$ cat src/rtl/core/chwr_pkg.sv
`default_nettype none
// ----------------------------------------------------------------------------
// chwr_pkg
// Shared constants, codes and types of the calculator with history ring.
// ----------------------------------------------------------------------------
package chwr_pkg;

   localparam int HIST_DEPTH = 12;
   localparam int SLOT_W     = (HIST_DEPTH > 1) ? $clog2(HIST_DEPTH) : 1;
   localparam int COUNT_W    = $clog2(HIST_DEPTH + 1);
   localparam int DATA_W     = 32;
   localparam int ITER_COUNT = DATA_W;
   localparam int ITER_W     = $clog2(ITER_COUNT);

   localparam logic [2:0] ACT_ADD  = 3'd0;
   localparam logic [2:0] ACT_SUB  = 3'd1;
   localparam logic [2:0] ACT_MUL  = 3'd2;
   localparam logic [2:0] ACT_DIV  = 3'd3;
   localparam logic [2:0] ACT_LAST = 3'd4;
   localparam logic [2:0] ACT_META = 3'd5;
   localparam logic [2:0] ACT_SLOT = 3'd6;

   localparam logic [1:0] OP_ADD = 2'd0;
   localparam logic [1:0] OP_SUB = 2'd1;
   localparam logic [1:0] OP_MUL = 2'd2;
   localparam logic [1:0] OP_DIV = 2'd3;

   localparam logic [1:0] KIND_LAST = 2'd0;
   localparam logic [1:0] KIND_META = 2'd1;
   localparam logic [1:0] KIND_SLOT = 2'd2;

   typedef enum logic [2:0] {
      ST_IDLE,
      ST_MUL,
      ST_DIV,
      ST_LOG,
      ST_READ,
      ST_REPLY
   } state_type;

   typedef struct packed {
      logic load;
      logic mul_step;
      logic div_step;
      logic log;
      logic read;
      logic reply;
   } dp_cmd_type;

   typedef struct packed {
      logic [1:0]        op;
      logic [DATA_W-1:0] a;
      logic [DATA_W-1:0] b;
      logic [DATA_W-1:0] value;
   } entry_type;

   localparam int ENTRY_W = $bits(entry_type);

endpackage
`default_nettype wire

$ cat src/rtl/core/chwr_ram.sv
`default_nettype none
// ----------------------------------------------------------------------------
// chwr_ram
// Generic single-write, single-read RAM with registered read data.
// ----------------------------------------------------------------------------
module chwr_ram #(
   parameter int WIDTH = 8,
   parameter int DEPTH = 16
) (
   input  wire logic                                        clock,
   input  wire logic                                        wr_en,
   input  wire logic [((DEPTH > 1) ? $clog2(DEPTH) : 1)-1:0] wr_addr,
   input  wire logic [WIDTH-1:0]                            wr_data,
   input  wire logic                                        rd_en,
   input  wire logic [((DEPTH > 1) ? $clog2(DEPTH) : 1)-1:0] rd_addr,
   output logic      [WIDTH-1:0]                            rd_data
);

   logic [WIDTH-1:0] mem_ff [DEPTH];
   logic [WIDTH-1:0] rd_data_ff;

   always_ff @(posedge clock) begin
      if (wr_en) begin
         mem_ff[wr_addr] <= wr_data;
      end
      if (rd_en) begin
         rd_data_ff <= mem_ff[rd_addr];
      end
   end

   assign rd_data = rd_data_ff;

endmodule
`default_nettype wire

$ cat src/rtl/core/chwr_ctrl.sv
`default_nettype none
// ----------------------------------------------------------------------------
// chwr_ctrl
// Command sequencer: decodes the accepted word, runs the iteration count
// for multiply and divide, and drives the datapath commands.
// ----------------------------------------------------------------------------
module chwr_ctrl (
   input  wire logic                  clock,
   input  wire logic                  reset,
   input  wire logic                  start,
   input  wire logic [2:0]            req_action,
   output logic                       busy,
   output logic                       rsp_valid,
   output chwr_pkg::dp_cmd_type       dp_cmd
);
   import chwr_pkg::*;

   state_type         state_ff, state_in;
   logic [ITER_W-1:0] iter_ff, iter_in;
   logic              rsp_valid_ff, rsp_valid_in;
   logic              iter_last;

   assign iter_last = (iter_ff == ITER_W'(ITER_COUNT - 1));

   always_comb begin
      state_in = state_ff;
      unique case (state_ff)
         ST_IDLE: begin
            if (start) begin
               unique case (req_action)
                  ACT_ADD, ACT_SUB:   state_in = ST_LOG;
                  ACT_MUL:            state_in = ST_MUL;
                  ACT_DIV:            state_in = ST_DIV;
                  ACT_LAST, ACT_META: state_in = ST_REPLY;
                  ACT_SLOT:           state_in = ST_READ;
                  default:            state_in = ST_IDLE;
               endcase
            end
         end
         ST_MUL, ST_DIV: begin
            if (iter_last) begin
               state_in = ST_LOG;
            end
         end
         ST_LOG:   state_in = ST_IDLE;
         ST_READ:  state_in = ST_REPLY;
         ST_REPLY: state_in = ST_IDLE;
         default:  state_in = ST_IDLE;
      endcase
   end

   always_comb begin
      dp_cmd          = '0;
      dp_cmd.load     = (state_ff == ST_IDLE) && start;
      dp_cmd.mul_step = (state_ff == ST_MUL);
      dp_cmd.div_step = (state_ff == ST_DIV);
      dp_cmd.log      = (state_ff == ST_LOG);
      dp_cmd.read     = (state_ff == ST_READ);
      dp_cmd.reply    = (state_ff == ST_REPLY);
      busy            = (state_ff != ST_IDLE);
      rsp_valid_in    = (state_ff == ST_REPLY);
      iter_in         = ((state_ff == ST_MUL) || (state_ff == ST_DIV)) ?
                        iter_ff + ITER_W'(1) : '0;
   end

   always_ff @(posedge clock) begin
      if (reset) begin
         state_ff     <= ST_IDLE;
         iter_ff      <= '0;
         rsp_valid_ff <= 1'b0;
      end else begin
         state_ff     <= state_in;
         iter_ff      <= iter_in;
         rsp_valid_ff <= rsp_valid_in;
      end
   end

   assign rsp_valid = rsp_valid_ff;

   a_strobe_single: assert property (@(posedge clock) disable iff (reset)
      rsp_valid_ff |=> !rsp_valid_ff)
      else $error("reply strobe held longer than one cycle");

   a_iter_idle_zero: assert property (@(posedge clock) disable iff (reset)
      (state_ff != ST_MUL && state_ff != ST_DIV) |-> iter_ff == '0)
      else $error("iteration count not cleared outside multiply/divide");

   a_strobe_after_reply: assert property (@(posedge clock) disable iff (reset)
      rsp_valid_ff |-> $past(state_ff) == ST_REPLY)
      else $error("reply strobe without reply state");

endmodule
`default_nettype wire

$ cat src/rtl/core/chwr_dp.sv
`default_nettype none
// ----------------------------------------------------------------------------
// chwr_dp
// Datapath: operand capture, radix-2 shift-add multiplier and restoring
// divider sharing one set of work registers, history ring and reply words.
// ----------------------------------------------------------------------------
module chwr_dp (
   input  wire logic                  clock,
   input  wire logic                  reset,
   input  chwr_pkg::dp_cmd_type       dp_cmd,
   input  wire logic [2:0]            req_action,
   input  wire logic [31:0]           req_operand_a,
   input  wire logic [31:0]           req_operand_b,
   input  wire logic [3:0]            req_hist_index,
   output logic      [1:0]            rsp_reply_kind,
   output logic      [31:0]           rsp_last_value,
   output logic      [3:0]            rsp_entry_count,
   output logic      [3:0]            rsp_next_slot,
   output logic                       rsp_entry_present,
   output logic      [1:0]            rsp_entry_op,
   output logic      [31:0]           rsp_entry_a,
   output logic      [31:0]           rsp_entry_b,
   output logic      [31:0]           rsp_entry_value
);
   import chwr_pkg::*;

   logic [2:0]         action_ff;
   logic [DATA_W-1:0]  opnd_a_ff, opnd_b_ff;
   logic [3:0]         index_ff;
   logic [DATA_W-1:0]  acc_ff, acc_in;
   logic [DATA_W-1:0]  sha_ff, sha_in;
   logic [DATA_W-1:0]  shb_ff, shb_in;
   logic [DATA_W-1:0]  last_ff;
   logic [SLOT_W-1:0]  slot_ff, slot_in;
   logic [COUNT_W-1:0] count_ff, count_in;

   logic [DATA_W:0]    div_sh;
   logic [DATA_W+1:0]  div_diff;
   logic [DATA_W-1:0]  result;
   entry_type          wr_entry, rd_entry;
   logic               present;

   logic [1:0]         kind_ff, kind_in;
   logic [DATA_W-1:0]  out_last_ff, out_last_in;
   logic [3:0]         out_count_ff, out_count_in;
   logic [3:0]         out_slot_ff, out_slot_in;
   logic               out_present_ff, out_present_in;
   entry_type          out_entry_ff, out_entry_in;

   assign div_sh   = {acc_ff, sha_ff[DATA_W-1]};
   assign div_diff = {1'b0, div_sh} - {2'b00, opnd_b_ff};

   always_comb begin
      acc_in = acc_ff;
      sha_in = sha_ff;
      shb_in = shb_ff;
      if (dp_cmd.load) begin
         acc_in = '0;
         sha_in = req_operand_a;
         shb_in = req_operand_b;
      end else if (dp_cmd.mul_step) begin
         if (shb_ff[0]) begin
            acc_in = acc_ff + sha_ff;
         end
         sha_in = {sha_ff[DATA_W-2:0], 1'b0};
         shb_in = {1'b0, shb_ff[DATA_W-1:1]};
      end else if (dp_cmd.div_step) begin
         if (!div_diff[DATA_W+1]) begin
            acc_in = div_diff[DATA_W-1:0];
            sha_in = {sha_ff[DATA_W-2:0], 1'b1};
         end else begin
            acc_in = div_sh[DATA_W-1:0];
            sha_in = {sha_ff[DATA_W-2:0], 1'b0};
         end
      end
   end

   always_comb begin
      unique case (action_ff[1:0])
         OP_ADD: result = opnd_a_ff + opnd_b_ff;
         OP_SUB: result = opnd_a_ff - opnd_b_ff;
         OP_MUL: result = acc_ff;
         OP_DIV: result = sha_ff;
         default: result = '0;
      endcase
   end

   always_comb begin
      wr_entry.op    = action_ff[1:0];
      wr_entry.a     = opnd_a_ff;
      wr_entry.b     = opnd_b_ff;
      wr_entry.value = result;
      slot_in        = slot_ff;
      count_in       = count_ff;
      if (dp_cmd.log) begin
         slot_in = (slot_ff == SLOT_W'(HIST_DEPTH - 1)) ? '0 : slot_ff + SLOT_W'(1);
         if (count_ff != COUNT_W'(HIST_DEPTH)) begin
            count_in = count_ff + COUNT_W'(1);
         end
      end
   end

   chwr_ram #(
      .WIDTH (ENTRY_W),
      .DEPTH (HIST_DEPTH)
   ) u_hist_ram (
      .clock   (clock),
      .wr_en   (dp_cmd.log),
      .wr_addr (slot_ff),
      .wr_data (wr_entry),
      .rd_en   (dp_cmd.read),
      .rd_addr (SLOT_W'(index_ff)),
      .rd_data (rd_entry)
   );

   assign present = (32'(index_ff) < 32'(count_ff));

   always_comb begin
      kind_in        = kind_ff;
      out_last_in    = out_last_ff;
      out_count_in   = out_count_ff;
      out_slot_in    = out_slot_ff;
      out_present_in = out_present_ff;
      out_entry_in   = out_entry_ff;
      if (dp_cmd.reply) begin
         kind_in        = KIND_LAST;
         out_last_in    = '0;
         out_count_in   = '0;
         out_slot_in    = '0;
         out_present_in = 1'b0;
         out_entry_in   = '0;
         unique case (action_ff)
            ACT_LAST: begin
               out_last_in = last_ff;
            end
            ACT_META: begin
               kind_in      = KIND_META;
               out_count_in = 4'(count_ff);
               out_slot_in  = 4'(slot_ff);
            end
            ACT_SLOT: begin
               kind_in        = KIND_SLOT;
               out_present_in = present;
               if (present) begin
                  out_entry_in = rd_entry;
               end
            end
            default: begin
               kind_in = KIND_LAST;
            end
         endcase
      end
   end

   always_ff @(posedge clock) begin
      if (dp_cmd.load) begin
         action_ff <= req_action;
         opnd_a_ff <= req_operand_a;
         opnd_b_ff <= req_operand_b;
         index_ff  <= req_hist_index;
      end
      acc_ff         <= acc_in;
      sha_ff         <= sha_in;
      shb_ff         <= shb_in;
      kind_ff        <= kind_in;
      out_last_ff    <= out_last_in;
      out_count_ff   <= out_count_in;
      out_slot_ff    <= out_slot_in;
      out_present_ff <= out_present_in;
      out_entry_ff   <= out_entry_in;
   end

   always_ff @(posedge clock) begin
      if (reset) begin
         last_ff  <= '0;
         slot_ff  <= '0;
         count_ff <= '0;
      end else begin
         if (dp_cmd.log) begin
            last_ff <= result;
         end
         slot_ff  <= slot_in;
         count_ff <= count_in;
      end
   end

   assign rsp_reply_kind    = kind_ff;
   assign rsp_last_value    = out_last_ff;
   assign rsp_entry_count   = out_count_ff;
   assign rsp_next_slot     = out_slot_ff;
   assign rsp_entry_present = out_present_ff;
   assign rsp_entry_op      = out_entry_ff.op;
   assign rsp_entry_a       = out_entry_ff.a;
   assign rsp_entry_b       = out_entry_ff.b;
   assign rsp_entry_value   = out_entry_ff.value;

   a_count_bound: assert property (@(posedge clock) disable iff (reset)
      32'(count_ff) <= HIST_DEPTH && 32'(slot_ff) < HIST_DEPTH)
      else $error("history pointer out of range");

   a_count_grows: assert property (@(posedge clock) disable iff (reset)
      dp_cmd.log && (count_ff != COUNT_W'(HIST_DEPTH)) |=>
         count_ff == $past(count_ff) + COUNT_W'(1))
      else $error("history count did not advance on log");

   a_ring_stable: assert property (@(posedge clock) disable iff (reset)
      !$past(dp_cmd.log) && !$past(reset) |-> $stable(slot_ff) && $stable(count_ff))
      else $error("history pointers moved without a log");

endmodule
`default_nettype wire

$ cat src/rtl/core/calculator_with_history_ring.sv
`default_nettype none
// ----------------------------------------------------------------------------
// calculator_with_history_ring
// Four-function 32-bit calculator that logs each command into a circular
// history and answers last-result, history-meta and history-slot queries.
// ----------------------------------------------------------------------------
// Add/sub: busy rises in the cycle after accept (log state), then idle again.
// Mul/div: 32 radix-2 iterations, then the log state. A new word is accepted
// only in idle. Last/meta query: rsp_valid is registered from the reply state.
// A slot query passes the read state first (registered history RAM read).
// rsp_valid lasts one cycle. Reset clears the sequencer, last result, count
// and write slot; the history RAM is not cleared and needs no clearing pass.
// ----------------------------------------------------------------------------
module calculator_with_history_ring (
   input  wire logic        clock,
   input  wire logic        reset,
   input  wire logic        start,
   output logic             busy,
   input  wire logic [2:0]  req_action,
   input  wire logic [31:0] req_operand_a,
   input  wire logic [31:0] req_operand_b,
   input  wire logic [3:0]  req_hist_index,
   output logic             rsp_valid,
   output logic [1:0]       rsp_reply_kind,
   output logic [31:0]      rsp_last_value,
   output logic [3:0]       rsp_entry_count,
   output logic [3:0]       rsp_next_slot,
   output logic             rsp_entry_present,
   output logic [1:0]       rsp_entry_op,
   output logic [31:0]      rsp_entry_a,
   output logic [31:0]      rsp_entry_b,
   output logic [31:0]      rsp_entry_value
);
   import chwr_pkg::*;

   dp_cmd_type dp_cmd;

   chwr_ctrl u_ctrl (
      .clock      (clock),
      .reset      (reset),
      .start      (start),
      .req_action (req_action),
      .busy       (busy),
      .rsp_valid  (rsp_valid),
      .dp_cmd     (dp_cmd)
   );

   chwr_dp u_dp (
      .clock             (clock),
      .reset             (reset),
      .dp_cmd            (dp_cmd),
      .req_action        (req_action),
      .req_operand_a     (req_operand_a),
      .req_operand_b     (req_operand_b),
      .req_hist_index    (req_hist_index),
      .rsp_reply_kind    (rsp_reply_kind),
      .rsp_last_value    (rsp_last_value),
      .rsp_entry_count   (rsp_entry_count),
      .rsp_next_slot     (rsp_next_slot),
      .rsp_entry_present (rsp_entry_present),
      .rsp_entry_op      (rsp_entry_op),
      .rsp_entry_a       (rsp_entry_a),
      .rsp_entry_b       (rsp_entry_b),
      .rsp_entry_value   (rsp_entry_value)
   );

endmodule
`default_nettype wire
$ cat config.mk
export PLATFORM = sky130hd
export DESIGN_NAME = calculator_with_history_ring
export DESIGN_NICKNAME = d
export VERILOG_FILES = /design/src/rtl/core/chwr_pkg.sv /design/src/rtl/core/chwr_ram.sv /design/src/rtl/core/chwr_ctrl.sv /design/src/rtl/core/chwr_dp.sv /design/src/rtl/core/calculator_with_history_ring.sv
export SDC_FILE = /design/constraint.sdc
export NUM_CORES = 2
export LEC_CHECK = 0
export BUFFER_PORTS_ARGS = -buffer_cell sky130_fd_sc_hd__buf_2
export CAP_MARGIN = 20
export CORE_MARGIN = 2
export CORE_UTILIZATION = 59
export CTS_CLUSTER_DIAMETER = 100
export DETAILED_ROUTE_END_ITERATION = 6
export PLACE_DENSITY = 0.73
export SETUP_SLACK_MARGIN = 0.15
export SLEW_MARGIN = 20
export SYNTH_ARGS = -nofsm -noshare
export SYNTH_HDL_FRONTEND = slang
export SYNTH_SLANG_ARGS = --single-unit
$ cat constraint.sdc
create_clock -name clock -period 16.8 [get_ports clock]
set_input_delay 3.36 -clock clock [delete_from_list [all_inputs] [get_ports clock]]
set_output_delay 3.36 -clock clock [all_outputs]
set_load 0.1 [all_outputs]
== After elaboration in Yosys (flattened, before gate mapping) ==
Memories as Yosys holds them, arrays and structs flattened. A register that Yosys moved wholly into a read port is not among the register bits.
Cells that the tools add are included.

* Bits in registers: 357
* RAM bits: 1,176
* Input bits: 74
* Output and inout port bits: 143
* Word-level logic and storage cells: 91
* Memories: 1

* Add/subtract/negate cells: 7
* Order comparisons: 1
* Eq/ne operators: 23
* Multiplexer cells: 19
* Bitwise logic cells: 1
* Reduce and logical (&&, ||, !) cells: 17

{| class="wikitable"
|+ Memories
! name !! depth !! bits a word !! rd ports !! clocked after Yosys merged registers in !! write ports !! line !! RTL
|-
| u_dp.u_hist_ram.mem_ff || 12 || 98 || 1 || 1 || 1 || chwr_ram.sv:19 || <nowiki>logic [WIDTH-1:0] mem_ff [DEPTH];</nowiki>
|}

{| class="wikitable"
|+ Operator list
! cell !! count
|-
| 32-bit two-way mux || 9
|-
| 32-bit case mux with 4 select lines || 1
|-
| 32-bit adder || 2
|-
| 33-bit by 32-bit subtractor with 34-bit output || 1
|-
| 32-bit subtractor || 1
|-
| 3-bit equality test, second input constant || 8
|-
| 3-bit case mux with 5 select lines || 1
|-
| 3-bit by 2-bit equality test with 1-bit output, second input constant || 4
|-
| 3-bit case mux with 3 select lines || 1
|-
| 4-bit by 1-bit adder with 4-bit output, second input constant || 2
|-
| 2-bit AND reduction || 4
|-
| 2-bit OR reduction || 4
|-
| 3-bit by 1-bit equality test with 1-bit output, second input constant || 2
|-
| 3-bit logical NOT || 2
|-
| 3-bit two-way mux || 2
|-
| 3-bit nonzero test || 2
|-
| 5-bit by 1-bit adder with 5-bit output, second input constant || 1
|-
| 5-bit equality test, second input constant || 1
|-
| 2-bit equality test, second input constant || 2
|-
| 4-bit equality test, second input constant || 1
|-
| 4-bit less-than comparator || 1
|-
| 4-bit two-way mux || 1
|-
| 2-bit by 1-bit inequality test with 1-bit output, second input constant || 2
|-
| 4-bit inequality test, second input constant || 1
|-
| 9 further kinds || 12
|}

== Longest topological paths before layout ==
* Depth in word-level cells: 5
* Depth in mapped cells: 16
* Gate-level depth less buffers: 16

== Cells and area by module ==
A second synthesis with hierarchy kept.

* Cells, all modules: 3,867
* Area, all modules: 66,929.2 µm²

{| class="wikitable"
|+ Modules (own cells, without submodules)
! module !! times used !! cells an instance !! area each (µm²) !! sequential area each (µm²)
|-
| chwr_ram || 1 || 1,992 || 46,947.5 || 38,256.7
|-
| chwr_dp || 1 || 1,826 || 19,547.5 || 9,729.3
|-
| chwr_ctrl || 1 || 49 || 434.2 || 180.2
|}

== Worst setup path before layout ==
Ideal clock, no wire load.

* Path kind: reg-to-reg
* From: register u_ctrl.state_ff[1]
* To: memory u_dp.u_hist_ram.mem_ff[7][0] (netlist name), enable pin
* Setup time: 695 ps
* Data arrival time: 8,300 ps
* Data required time: 16,105 ps
* Path slack: 7,805 ps
* Cell stages (with the launch flop): 6
* Buffers on the path: 1
* Clock period less this slack: 8,995 ps
* Cell sequence: dfxtp_1 > clkbuf_1 > nand2_1 > nor2_1 > nand2_1 > nor3b_1

* Longest elaborated chain between the ends: 3

{| class="wikitable"
|+ Ends and longest elaborated chain
! what !! line !! RTL
|-
| start: declaration || chwr_ctrl.sv:18 || <nowiki>state_type state_ff, state_in;</nowiki>
|-
| start signal: assignment || chwr_ctrl.sv:72 || <nowiki>state_ff <= state_in;</nowiki>
|-
| 3-bit by 2-bit equality test with 1-bit output || chwr_ctrl.sv:57 || <nowiki>dp_cmd.log = (state_ff == ST_LOG);</nowiki>
|-
| 1-bit two-way mux || chwr_ram.sv:23 || <nowiki>if (wr_en) begin</nowiki>
|-
| 1-bit two-way mux (implied by the code) || chwr_ram.sv:24 || <nowiki>mem_ff[wr_addr] <= wr_data;</nowiki>
|-
| end: declaration || chwr_ram.sv:19 ||
|}

Every way passes these cells.

== Worst setup path after layout ==
* From: register u_dp.opnd_b_ff[4]
* To: memory u_dp.u_hist_ram.mem_ff[4][31] (netlist name), data pin

* Longest elaborated chain between the ends: 2
* Elaborated cells between the ends (all ways): 3
* Those cells by class: add/sub (2); mux (1)

{| class="wikitable"
|+ Ends and longest elaborated chain
! what !! line !! RTL
|-
| start: declaration || chwr_dp.sv:28 || <nowiki>logic [DATA_W-1:0] opnd_a_ff, opnd_b_ff;</nowiki>
|-
| start signal: assignment || chwr_dp.sv:159 || <nowiki>opnd_b_ff <= req_operand_b;</nowiki>
|-
| 32-bit subtractor / 32-bit adder (equally long branches) || chwr_dp.sv:81, chwr_dp.sv:80 ||
|-
| 32-bit case mux with 4 select lines * || chwr_dp.sv:79 || <nowiki>unique case (action_ff[1:0])</nowiki>
|-
| via u_dp.result[31] || chwr_dp.sv:39 || <nowiki>logic [DATA_W-1:0] result;</nowiki>
|}

The timed path passes the listed nets; every way through them passes the cells marked *.

==> results.py <==
metrics = {
    "placed_design": {
        "portBuffers": 216,
        "dp_slack_ns": 10.66,
        "gp_congestion": 0.944,
        "place_hpwl_um": 96400,
    },
    "route": {
        "drt-vias-per-instance": 6.27,
        "ant_nets": 0,
        "wl_per_cell_um": 27.4,
        "initialDrtViolationCount": 4391,
        "vias": 36941,
        "drc": 0,
        "drt-total-wl_um": 162000,
        "drtPass1Iterations": 6,
    },
    "setup_path": {
        "max_stage_delay_ns": 0.67,
        "cp.buffers_inverters": 0,
        "cp-start-kind": "flip-flop",
        "end_kind": "flip-flop",
        "slowest_stage": "nor4_2",
        "required_ns": 17.28,
        "crit_chain": "nor4_2 > nand4_1 > o31ai_1 > xnor2_1 > ha_1 > a21o_1 > a21o_1 > a21oi_1 > o21ai_0 > a221oi_1 > nor2_1 > a221oi_1 > mux2_2 > nor2_1",
        "crit_type": "flip-flop to flip-flop",
        "cp_max_fo": 15,
        "r2r_cells": 14,
        "cp_top_family": "compound AO/OA/AOI/OAI gates",
        "worst_ep_arrival_time_ns": 6.31,
        "crit_cells": 14,
    },
    "floorplanning": {
        "start_util": 0.596,
        "fp.dieW_um": 342,
        "ioPinCount": 217,
        "design.core.area_um2": 113000,
        "die_h_um": 342,
        "die-area_um2": 117000,
        "rows": 123,
    },
    "run_status": {
        "status": "finished, final reports clean",
    },
    "logic_synthesis": {
        "syn_area_per_cell_um2": 16.9,
        "ys.flop_type": "edfxtp_1",
        "yosysSeqAreaShare": 0.716,
        "yosysUniqueCellTypes": 82,
        "postSynth.asyncResetShare": 0,
        "synthesis.nets": 4166,
        "synth_edf_count": 1550,
        "synth_area_um2": 67300,
        "synthCells": 3983,
        "synth-seq-cells": 1631,
        "yosysWarnings": 0,
    },
    "clocking": {
        "cts_tree": "built",
        "clk_latency_ns": 0.80,
        "clk_path_buf_depth": 3,
        "cts_setup_buffers": 0,
        "path_clk_slew_ns": 0.06,
        "cts_resized": 0,
        "cts-root-buf": "clkbuf_16",
        "numCtsBuffers": 161,
        "cts_sinks": 1631,
        "postCtsHoldBufs": 0,
        "h-tree-depth": 4,
    },
    "global_routing": {
        "track_usage": 0.280,
        "grt_max_degree": 137,
        "grt_pass1_wl_um": 238000,
        "met2_usage": 0.448,
        "grt_busiest_layer": "met2",
        "grt_pass1_vias": 36158,
        "antenna_found_initial": 12,
        "grtUsageMet3": 0.0509,
        "grtUsageMet1": 0.396,
        "grt.overflow.total": 0,
    },
    "sta": {
        "finalHoldViolations": 0,
        "timing.fmax_ghz": 0.171,
        "slew_headroom": 0.225,
        "tightest_slew_ns": 1.15,
        "slew_violations": 0,
        "finalSetupTns_ns": 0,
        "fin_ws_ns": 10.97,
        "period_needed_ns": 5.83,
        "fin_worst_skew_ns": 0.0307,
        "rsz0062_at_grt": "no",
        "setup_violations": 0,
        "fin_crit_sh": 0.347,
    },
    "layout": {
        "layout.nets": 4435,
        "fill_cells": 7396,
        "area_growth_pct": 12.4,
        "layout-drive-gt1-share": 0.200,
        "regArea_um2": 48200,
        "multi_input_comb_area_um2": 18300,
    },
    "min_path": {
        "whs_path_depth": 1,
        "hold_class": "flip-flop to flip-flop",
    },
    "pwr": {
        "ir_drop_mv": 0.112,
        "finalPower_mw": 10.0,
        "p_per_area_nw_per_um2": 133,
        "p_leak_nw": 26.5,
    },
    "flow_run": {
        "cap_violations": 0,
    },
}
-- kinds of logic after synthesis --
kind of cell             synth area share
AO/OA/AOI/OAI                      0.0540
buffers and inverters              0.0149
multiplexers                        0.119
flip-flops                          0.716
XOR/XNOR                           0.0135
AND/OR/NAND/NOR                    0.0615
adder cells (fa/ha/maj)            0.0206
-- worst paths after layout --
| check | slack (ns) | startpoint | end |
|---|---|---|---|
| max | 10.97 | u_dp.opnd_b_ff[4] | u_dp.u_hist_ram.mem_ff[4][31] |
| min | 0.45 | u_ctrl.iter_ff[0] | u_ctrl.iter_ff[0] |
| max reg2reg | 10.97 | u_dp.opnd_b_ff[4] | u_dp.u_hist_ram.mem_ff[4][31] |
| min reg2reg | 0.45 | u_ctrl.iter_ff[0] | u_ctrl.iter_ff[0] |
-- layer usage --
metal	vias up	routed length (um)
li1	16119	-
met1	18857	65400
met2	1696	78200
met3	259	13700
met4	10	4430
met5	-	57
-- metrics by stage --
| stage | instances | utilization | hold WS, ns | cell area, um2 |
|---|---|---|---|---|
| CTS | 5889 | 0.670 | 0.449 | 75600 |
| detailed placement | 5589 | 0.623 | 0.438 | 70300 |
| global placement | 5589 | 0.623 | 0.429 | 70300 |
| finish | 5893 | 0.670 | 0.448 | 75600 |
| global route | 5889 | 0.670 | 0.466 | 75600 |
| floorplan | 3983 | - | 0.418 | 67300 |
-- report_power, final --
group | internal (mW) | switching [mW] | total, mW
Clock | 2.08 | 1.54 | 3.62
Sequential | 4.69 | 0.151 | 4.84
Combinational | 0.570 | 0.992 | 1.56
Total | 7.34 | 2.68 | 10.0
-- layout make-up --
class	instances	area share
sequential	1631	0.637
timing repair buffer	293	0.0224
tap	1500	0.0248
antenna	4	0.000132
clock inverter	91	0.0137
clock buffer	209	0.0570
multi-input combinational	2091	0.241
inverter	74	0.00374
-- cell usage in the layout, fill, tap and decap left out, drive strengths merged, types with 10 or more instances in the layout --
cell type,count
a211oi,23
a21o,58
a21oi,126
a31oi,25
and2,151
and3,29
buf,293
bufinv,16
clkbuf,209
clkinv,61
dfxtp,81
edfxtp,1550
ha,106
inv,82
mux2i,131
mux4,294
nand2,404
nand2b,28
nand3,35
nand4,13
nor2,139
nor2b,18
nor3,23
nor3b,10
o211ai,29
o21a,24
o21ai,170
o21bai,12
o31ai,18
xnor2,75
xor2,29
-- state kept, by name, indices dropped and copies added (netlist names), 2 cells and up --
name,count
u_dp.u_hist_ram.mem_ff,1176
u_dp.u_hist_ram.rd_data,98
u_dp.acc_ff,32
u_dp.last_ff,32
u_dp.opnd_a_ff,32
u_dp.opnd_b_ff,32
u_dp.rsp_entry_a,32
u_dp.rsp_entry_b,32
u_dp.rsp_entry_value,32
u_dp.rsp_last_value,32
u_dp.sha_ff,32
u_dp.shb_ff,32
u_ctrl.iter_ff,5
u_dp.count_ff,4
u_dp.index_ff,4
u_dp.rsp_entry_count,4
u_dp.rsp_next_slot,4
u_dp.slot_ff,4
u_ctrl.state_ff,3
u_dp.action_ff,3
u_dp.rsp_entry_op,2
u_dp.rsp_reply_kind,2
-- cell usage after synthesis, drive strengths merged, types with 5 or more instances --
cell / number / area share
o21a: 24 / 0.0027
a21boi: 7 / 0.00078
a21o: 58 / 0.0065
o41ai: 5 / 0.00076
nand2: 404 / 0.023
or2: 6 / 0.00056
o21bai: 12 / 0.0013
o31ai: 18 / 0.0022
a221oi: 6 / 0.00078
nor3b: 10 / 0.0011
and2: 151 / 0.014
inv: 73 / 0.0041
ha: 106 / 0.020
and3: 29 / 0.0027
a211oi: 23 / 0.0026
o21ai: 170 / 0.013
mux2i: 131 / 0.019
clkbuf: 132 / 0.0075
nor3: 23 / 0.0017
xor2: 29 / 0.0038
or3: 5 / 0.00054
nor2b: 18 / 0.0018
nand2b: 28 / 0.0026
a221o: 7 / 0.0010
dfxtp: 81 / 0.024
buf: 55 / 0.0033
o211a: 6 / 0.00089
edfxtp: 1550 / 0.69
nand3: 35 / 0.0026
nand4: 13 / 0.0014
a211o: 8 / 0.0010
o211ai: 29 / 0.0032
mux4: 294 / 0.098
xnor2: 75 / 0.0098
a31oi: 25 / 0.0023
nor2: 139 / 0.0079
o221ai: 6 / 0.00078
a21oi: 126 / 0.0094
a311oi: 8 / 0.0010
mux2: 9 / 0.0015
Note: power is estimated with default switching activity, not from simulation.
